$ cat src/hdl/gsme_pkg.sv
// ----------------------------------------------------------------------------
// gsme_pkg
// types, codes and widths shared by the merge engine modules
// ----------------------------------------------------------------------------
package gsme_pkg;

    localparam int NODES  = 1024;
    localparam int NODE_W = $clog2(NODES);
    localparam int STEP_W = $clog2(NODES + 1);
    localparam int PAR_W  = NODE_W + 1;
    localparam int LBL_W  = 10;
    localparam int CNT_W  = 11;
    localparam int THR_W  = 20;
    localparam int DIV_W  = $clog2(THR_W);
    localparam int CFG_IW = 2;

    localparam logic [CNT_W-1:0] CNT_MAX = {CNT_W{1'b1}};
    localparam logic [THR_W-1:0] THR_MAX = {THR_W{1'b1}};
    localparam logic [THR_W-1:0] SCALE_RST = THR_W'(12288);
    localparam logic [CNT_W-1:0] MIN_RST = CNT_W'(3);

    localparam logic [1:0] CMD_THR   = 2'd0;
    localparam logic [1:0] CMD_SMALL = 2'd1;
    localparam logic [1:0] CMD_QUERY = 2'd2;
    localparam logic [1:0] CMD_CLEAR = 2'd3;

    localparam logic [CFG_IW-1:0] CFG_SCALE = CFG_IW'(0);
    localparam logic [CFG_IW-1:0] CFG_MIN   = CFG_IW'(1);

    localparam logic [2:0] WR_NONE = 3'd0;
    localparam logic [2:0] WR_CLR  = 3'd1;
    localparam logic [2:0] WR_COMP = 3'd2;
    localparam logic [2:0] WR_HI   = 3'd3;
    localparam logic [2:0] WR_LO   = 3'd4;

    typedef struct packed {
        logic       load_in;
        logic       find_init;
        logic       find_src_b;
        logic       walk_step;
        logic       cap_a;
        logic       cap_b;
        logic       cap_r;
        logic       set_merged;
        logic       div_start;
        logic       div_step;
        logic       clr_start;
        logic       clr_step;
        logic       out_load;
        logic [2:0] wr_op;
    } t_dp_cmd;

    typedef struct packed {
        logic       walk_more;
        logic       do_thr;
        logic       do_small;
        logic       div_last;
        logic       clr_last;
        logic       out_free;
        logic [1:0] in_cmd;
    } t_dp_stat;

endpackage

$ cat src/hdl/gsme_ctrl.sv
// ----------------------------------------------------------------------------
// gsme_ctrl
// sequencer for clear sweeps, root walks, merge and result hand-off
// ----------------------------------------------------------------------------
module gsme_ctrl import gsme_pkg::*; (
    input  logic     i_clk,
    input  logic     i_rst_n,
    input  logic     i_valid,
    output logic     o_ready,
    input  t_dp_stat i_stat,
    output t_dp_cmd  o_cmd
);

    localparam logic [3:0] S_RCLR = 4'd0;
    localparam logic [3:0] S_IDLE = 4'd1;
    localparam logic [3:0] S_CLR  = 4'd2;
    localparam logic [3:0] S_FRD  = 4'd3;
    localparam logic [3:0] S_FCHK = 4'd4;
    localparam logic [3:0] S_DEC  = 4'd5;
    localparam logic [3:0] S_DIV  = 4'd6;
    localparam logic [3:0] S_JHI  = 4'd7;
    localparam logic [3:0] S_JLO  = 4'd8;
    localparam logic [3:0] S_DONE = 4'd9;

    localparam logic [1:0] PH_A = 2'd0;
    localparam logic [1:0] PH_B = 2'd1;
    localparam logic [1:0] PH_F = 2'd2;

    logic [3:0] r_state, n_state;
    logic [1:0] r_phase, n_phase;

    always_comb begin
        n_state = r_state;
        n_phase = r_phase;
        o_cmd   = '0;
        o_cmd.wr_op = WR_NONE;
        o_ready = 1'b0;
        case (r_state)
            S_RCLR: begin
                o_cmd.wr_op    = WR_CLR;
                o_cmd.clr_step = 1'b1;
                if (i_stat.clr_last) n_state = S_IDLE;
            end
            S_IDLE: begin
                o_ready = 1'b1;
                if (i_valid) begin
                    o_cmd.load_in = 1'b1;
                    case (i_stat.in_cmd)
                        CMD_CLEAR: begin
                            o_cmd.clr_start = 1'b1;
                            n_state = S_CLR;
                        end
                        CMD_QUERY: begin
                            n_phase = PH_F;
                            n_state = S_FRD;
                        end
                        default: begin
                            n_phase = PH_A;
                            n_state = S_FRD;
                        end
                    endcase
                end
                if (n_state == S_FRD) o_cmd.find_init = 1'b1;
            end
            S_CLR: begin
                o_cmd.wr_op    = WR_CLR;
                o_cmd.clr_step = 1'b1;
                if (i_stat.clr_last) n_state = S_DONE;
            end
            S_FRD: begin
                n_state = S_FCHK;
            end
            S_FCHK: begin
                if (i_stat.walk_more) begin
                    o_cmd.walk_step = 1'b1;
                    n_state = S_FRD;
                end else begin
                    o_cmd.wr_op = WR_COMP;
                    case (r_phase)
                        PH_A: begin
                            o_cmd.cap_a      = 1'b1;
                            o_cmd.find_init  = 1'b1;
                            o_cmd.find_src_b = 1'b1;
                            n_phase = PH_B;
                            n_state = S_FRD;
                        end
                        PH_B: begin
                            o_cmd.cap_b = 1'b1;
                            n_state = S_DEC;
                        end
                        default: begin
                            o_cmd.cap_r = 1'b1;
                            n_state = S_DONE;
                        end
                    endcase
                end
            end
            S_DEC: begin
                if (i_stat.do_thr) begin
                    o_cmd.set_merged = 1'b1;
                    o_cmd.div_start  = 1'b1;
                    n_state = S_DIV;
                end else if (i_stat.do_small) begin
                    o_cmd.set_merged = 1'b1;
                    n_state = S_JHI;
                end else begin
                    o_cmd.find_init = 1'b1;
                    n_phase = PH_F;
                    n_state = S_FRD;
                end
            end
            S_DIV: begin
                o_cmd.div_step = 1'b1;
                if (i_stat.div_last) n_state = S_JHI;
            end
            S_JHI: begin
                o_cmd.wr_op = WR_HI;
                n_state = S_JLO;
            end
            S_JLO: begin
                o_cmd.wr_op     = WR_LO;
                o_cmd.find_init = 1'b1;
                n_phase = PH_F;
                n_state = S_FRD;
            end
            S_DONE: begin
                if (i_stat.out_free) begin
                    o_cmd.out_load = 1'b1;
                    n_state = S_IDLE;
                end
            end
            default: begin
                n_state = S_IDLE;
            end
        endcase
    end

    always_ff @(posedge i_clk) begin
        if (!i_rst_n) begin
            r_state <= S_RCLR;
            r_phase <= PH_A;
        end else begin
            r_state <= n_state;
            r_phase <= n_phase;
        end
    end

endmodule

$ cat config.mk
export PLATFORM = sky130hd
export DESIGN_NAME = gsme_ctrl
export DESIGN_NICKNAME = d
export VERILOG_FILES = /design/src/hdl/gsme_pkg.sv /design/src/hdl/gsme_ctrl.sv
export SDC_FILE = /design/constraint.sdc
export NUM_CORES = 1
export LEC_CHECK = 0
export ABC_AREA = 1
export BUFFER_PORTS_ARGS = -buffer_cell sky130_fd_sc_hd__clkbuf_2
export CAP_MARGIN = 30
export CORE_MARGIN = 4
export CORE_UTILIZATION = 40
export CTS_BUF_LIST = sky130_fd_sc_hd__clkbuf_4
export CTS_CLUSTER_SIZE = 40
export DETAILED_ROUTE_END_ITERATION = 16
export GPL_TIMING_DRIVEN = 0
export PLACE_DENSITY = 0.72
export SYNTH_ARGS = -nofsm -noshare
export SYNTH_HDL_FRONTEND = slang
export SYNTH_SLANG_ARGS = --single-unit
$ cat constraint.sdc
create_clock -name i_clk -period 2.8 [get_ports i_clk]
set_input_delay 0.14 -clock i_clk [delete_from_list [all_inputs] [get_ports i_clk]]
set_output_delay 0.14 -clock i_clk [all_outputs]
set_load 0.005 [all_outputs]
======== Yosys cells after proc, flatten, opt, wreduce, memory -nomap -nowiden ========
Cells that the tools add are included.
operators by class
  $add $sub $neg .......................... 0
  multipliers ............................. 0
  div/mod/pow operators ................... 0
  magnitude comparators ................... 0
  eq/ne operators ......................... 23
  shift operators ......................... 0
  muxes and demuxes ....................... 47
  bitwise operators ....................... 0
  reduce and logical (&&, ||, !) cells .... 7
operators with widths
  kind                                                                    count
  4-bit one-hot mux with 10 select lines                                  1
  4-bit 2-to-1 mux                                                        8
  1-bit 2-to-1 mux                                                        21
  2-bit 2-to-1 mux                                                        9
  2-bit != test (second input constant)                                   9
  4-bit by 3-bit equality test with 1-bit output (second input constant)  4
  4-bit by 2-bit equality test with 1-bit output (second input constant)  3
  3-bit one-hot mux with 4 select lines                                   1
  4-bit equality test (second input constant)                             2
  2-bit one-hot mux with 4 select lines                                   1
  4-bit one-hot mux with 2 select lines                                   1
  7-bit AND reduction                                                     1
  3-bit 2-to-1 mux                                                        2
  5-bit 2-to-1 mux                                                        1
  2-bit equality test (second input constant)                             2
  4-bit by 1-bit equality test with 1-bit output (second input constant)  1
  4-bit zero test                                                         1
  1-bit one-hot mux with 4 select lines                                   1
  2-bit one-hot mux with 2 select lines                                   1
  4-bit AND reduction                                                     1
  4-bit nonzero test                                                      1
  2-bit OR reduction                                                      2
  2-bit by 1-bit equality test with 1-bit output (second input constant)  1
  2-bit zero test                                                         1
  2-bit by 1-bit != test with 1-bit output (second input constant)        1
storage, ports and cells
  register bits after elaboration ......... 6
  latch bits .............................. 0
  RAM bits ................................ 0
  ROM bits ................................ 0
  input bits .............................. 11
  output and inout bits ................... 17
  memories ................................ 0

======== Depth between registers and ports, before layout ========
  depth in word-level cells ............... 7
  mapped depth ............................ 9

======== Worst setup path before layout ========
No wires, ideal clock.
  path kind ............................... reg-to-reg
  start point ............................. register r_state[2]
  end point ............................... register r_phase[1]
  arrival time ............................ 1.065 ns
  required time ........................... 2.687 ns
  path slack .............................. 1.623 ns
  stages on the path, launching flop included .. 10
  path buffers ............................ 0
  period minus slack after synthesis ...... 1.177 ns
  path through ............................ dfxtp_1 inv_1 nor2_2 nand2_2 nor2_2 inv_1 nand2_1 nor2_2 nor2_1 nor2_1
on the way
  cells in the longest elaborated chain, start to end .. 3
  elaborated cells on any way between the ends .. 13
  those cells by class .................... eq/ne (10); mux (1); reduce/logical (2)
RTL lines
  item                                                                        RTL line          text
  from (decl)                                                                 gsme_ctrl.sv:29   logic [3:0] r_state, n_state;
  from (signal assigned)                                                      gsme_ctrl.sv:143  r_state <= n_state;
  4-bit by 3-bit equality test with 1-bit output (tied with other cells)      gsme_ctrl.sv:38   case (r_state)
  2-bit by 1-bit != test with 1-bit output (no line) (tied with other cells)  n/a
  7-bit AND reduction (no line)                                               n/a
  to (signal assigned)                                                        gsme_ctrl.sv:144  r_phase <= n_phase;
  to (decl)                                                                   gsme_ctrl.sv:30   logic [1:0] r_phase, n_phase;
Parallel ways exist; a longest one is shown, timed or not.
A chain may end at the register's enable or synchronous reset.

==> impl_metrics.ini <==
[drt]
initialDrtViolationCount = 22
totalWireLength_um = 1720
vias = 773
wl_per_cell_um = 10.7
drc = 0
viasPerCell = 4.80
drt-pass1-iter-count = 4
drtAntennaViolNets = 0

[synthesis]
synth-seq-cells = 6
synth.top_cell.area_share = 0.198
synth.distinct_cells = 19
syn_area_per_cell_um2 = 5.24
synth_nets = 127
synth_area_leaders = dfxtp_1 (20%), nor2_1 (18%), nand2_1 (17%)
netlist_area_um2 = 608
yosys.area.top_type = dfxtp_1
ys_seq_area_frac = 0.198
ys.warnings.count = 0
synthCells = 116

[timing]
finalSetupTns_ns = 0
fin_crit_ns = 1.63
worst_pin_slew_ns = 0.391
timing.fmax_ghz = 0.615
worst_slack_ns = 1.17
finalHoldViolations = 0
finalMaxSlewViolations = 0
fin_skew_ns = 0.00229
rsz0062_at_grt = false
slew-limit-headroom = 0.736
fin_crit_sh = 0.581
setup_viol = 0

[power_and_ir_drop]
clockPowerShare = 0.240
netSwitchingFraction = 0.403
ir_drop_uv = 309
internal-power_mw = 0.201
combPwrFrac = 0.428
pwr-share-seq = 0.332
power.leakage_nw = 0.486
switchingPower_mw = 0.136
power_density_nw_per_um2 = 430

[global_routing]
grt_pass1_vias = 698
grt_max_degree = 9
grt_usage = 0.176
grt_pass1_wl_um = 2830
antenna_found_initial = 0
grt_overflow = 0

[placed_design]
io_buffers = 27
hpwlAfterDp_um = 1460
gp_congestion = 0.888
pre_cts_ws_ns = 1.44
placed_cells = 158

[cts]
clk_latency_ns = 0.24
holdBufCountCts = 0
cts-resized-gates = 0
cts_sinks = 6
path_clk_slew_ns = 0.05
cts_tree = yes
htree_levels = 1
cts_max_path_buffers = 2
cts-buffers-inserted = 3
cts-root-buf = clkbuf_4
cts_setup_buffers = 0

[worst_hold_path]
hold_depth = 3
hp-class = in -> reg

[finish]
final_common_cell = nor2_1
antenna_cells = 0
drive_above_1_share = 0.288
multi_input_area_um2 = 390
area_delta_synth_final_pct = 29.0
layout_common_cells = nor2_1 (29), nand2_1 (27), clkbuf_2 (27)
fin_nets = 159
finalNonFillerCells = 161
seqCellArea_um2 = 120
n_fill_cell = 149

[critical_path]
worst-r2r-cell-count = 9
path_class = reg -> out
crit_path_end_kind = output port
r2r_slack_ns = 1.43
crit_fanout = 8
critPathLaunchType = flop
cp.required_ns = 2.66
cp.arrival_ns = 1.49

[floorplan]
fp.dieArea_um2 = 2210
core_area_um2 = 1370
fp.dieH_um = 47.0
io_pins = 28
fp-row-count = 13
initial_core_util = 0.445
die_w_um = 47.0

[outcome]
status = finished, final reports clean

[flow_run]
maxCapViolations = 0
per-layer routing:
metal / wire length (um) / GRT usage
met5: 0 / 0
met4: 16 / 0.0663
met3: 117 / 0.0115
met1: 778 / 0.241
met2: 804 / 0.287
power groups by stage:
stage	clock network (mW)	registers, mW	logic [mW]
6_report	0.0809	0.112	0.144
5_1_grt	0.0875	0.114	0.167
4_1_cts	0.0863	0.112	0.145
3_5_place_dp	0	0.113	0.145
3_3_place_gp	0	0.113	0.143
2_1_floorplan	0	0.110	0.100
cells in the mapped netlist, drive strengths merged:
| cell type | instances |
|---|---|
| nor4 | 1 |
| nand2 | 29 |
| nand4 | 1 |
| nor2 | 36 |
| buf | 1 |
| nand3 | 5 |
| inv | 24 |
| nand3b | 2 |
| o211ai | 1 |
| a31oi | 2 |
| nor3 | 1 |
| o21ai | 4 |
| o22ai | 1 |
| a21oi | 2 |
| dfxtp | 6 |
final timing paths:
| kind | startpoint | end |
|---|---|---|
| worst max-delay path | r_state[0] | o_cmd[14] |
| worst min register to register | r_phase[0] | r_state[2] |
| worst max register to register | r_state[0] | r_phase[1] |
| worst min-delay path | i_rst_n | r_phase[0] |
state kept, by name, summed over array words and instances (netlist names):
| signal | cells |
|---|---|
| r_state | 4 |
| r_phase | 2 |
cell type report:
class	instances	share of cell area
multi-input cells	85	0.498
flip-flops and latches	6	0.153
inverters	24	0.115
repair buffers	27	0.172
plain buffers	1	0.00957
clock buffers	3	0.0287
well taps	15	0.0239
per-stage QoR:
stage	util	hold WS, ns	area [um2]	total power [mW]
5_1_grt	0.574	0.181	785	0.368
6_report	0.574	0.150	785	0.337
4_1_cts	0.574	0.139	785	0.343
3_3_place_gp	0.558	0.401	762	0.255
2_1_floorplan	-	0.261	608	0.210
3_5_place_dp	0.558	0.405	762	0.258
logic make-up after synthesis:
kind of cell    share of synthesized area
compound gates                     0.0926
buf+inv                             0.161
flops                               0.198
simple gates                        0.549
critical path, cell delays in order (launching register included):
cell	delay (ns)
dfxtp_1	0.49
inv_2	0.11
nor2_4	0.12
nand2_2	0.10
nor2_2	0.13
inv_1	0.05
nand2_1	0.07
nor2_2	0.05
inv_1	0.05
clkbuf_2	0.10
No activity file was read; power rests on OpenSTA's default activity.
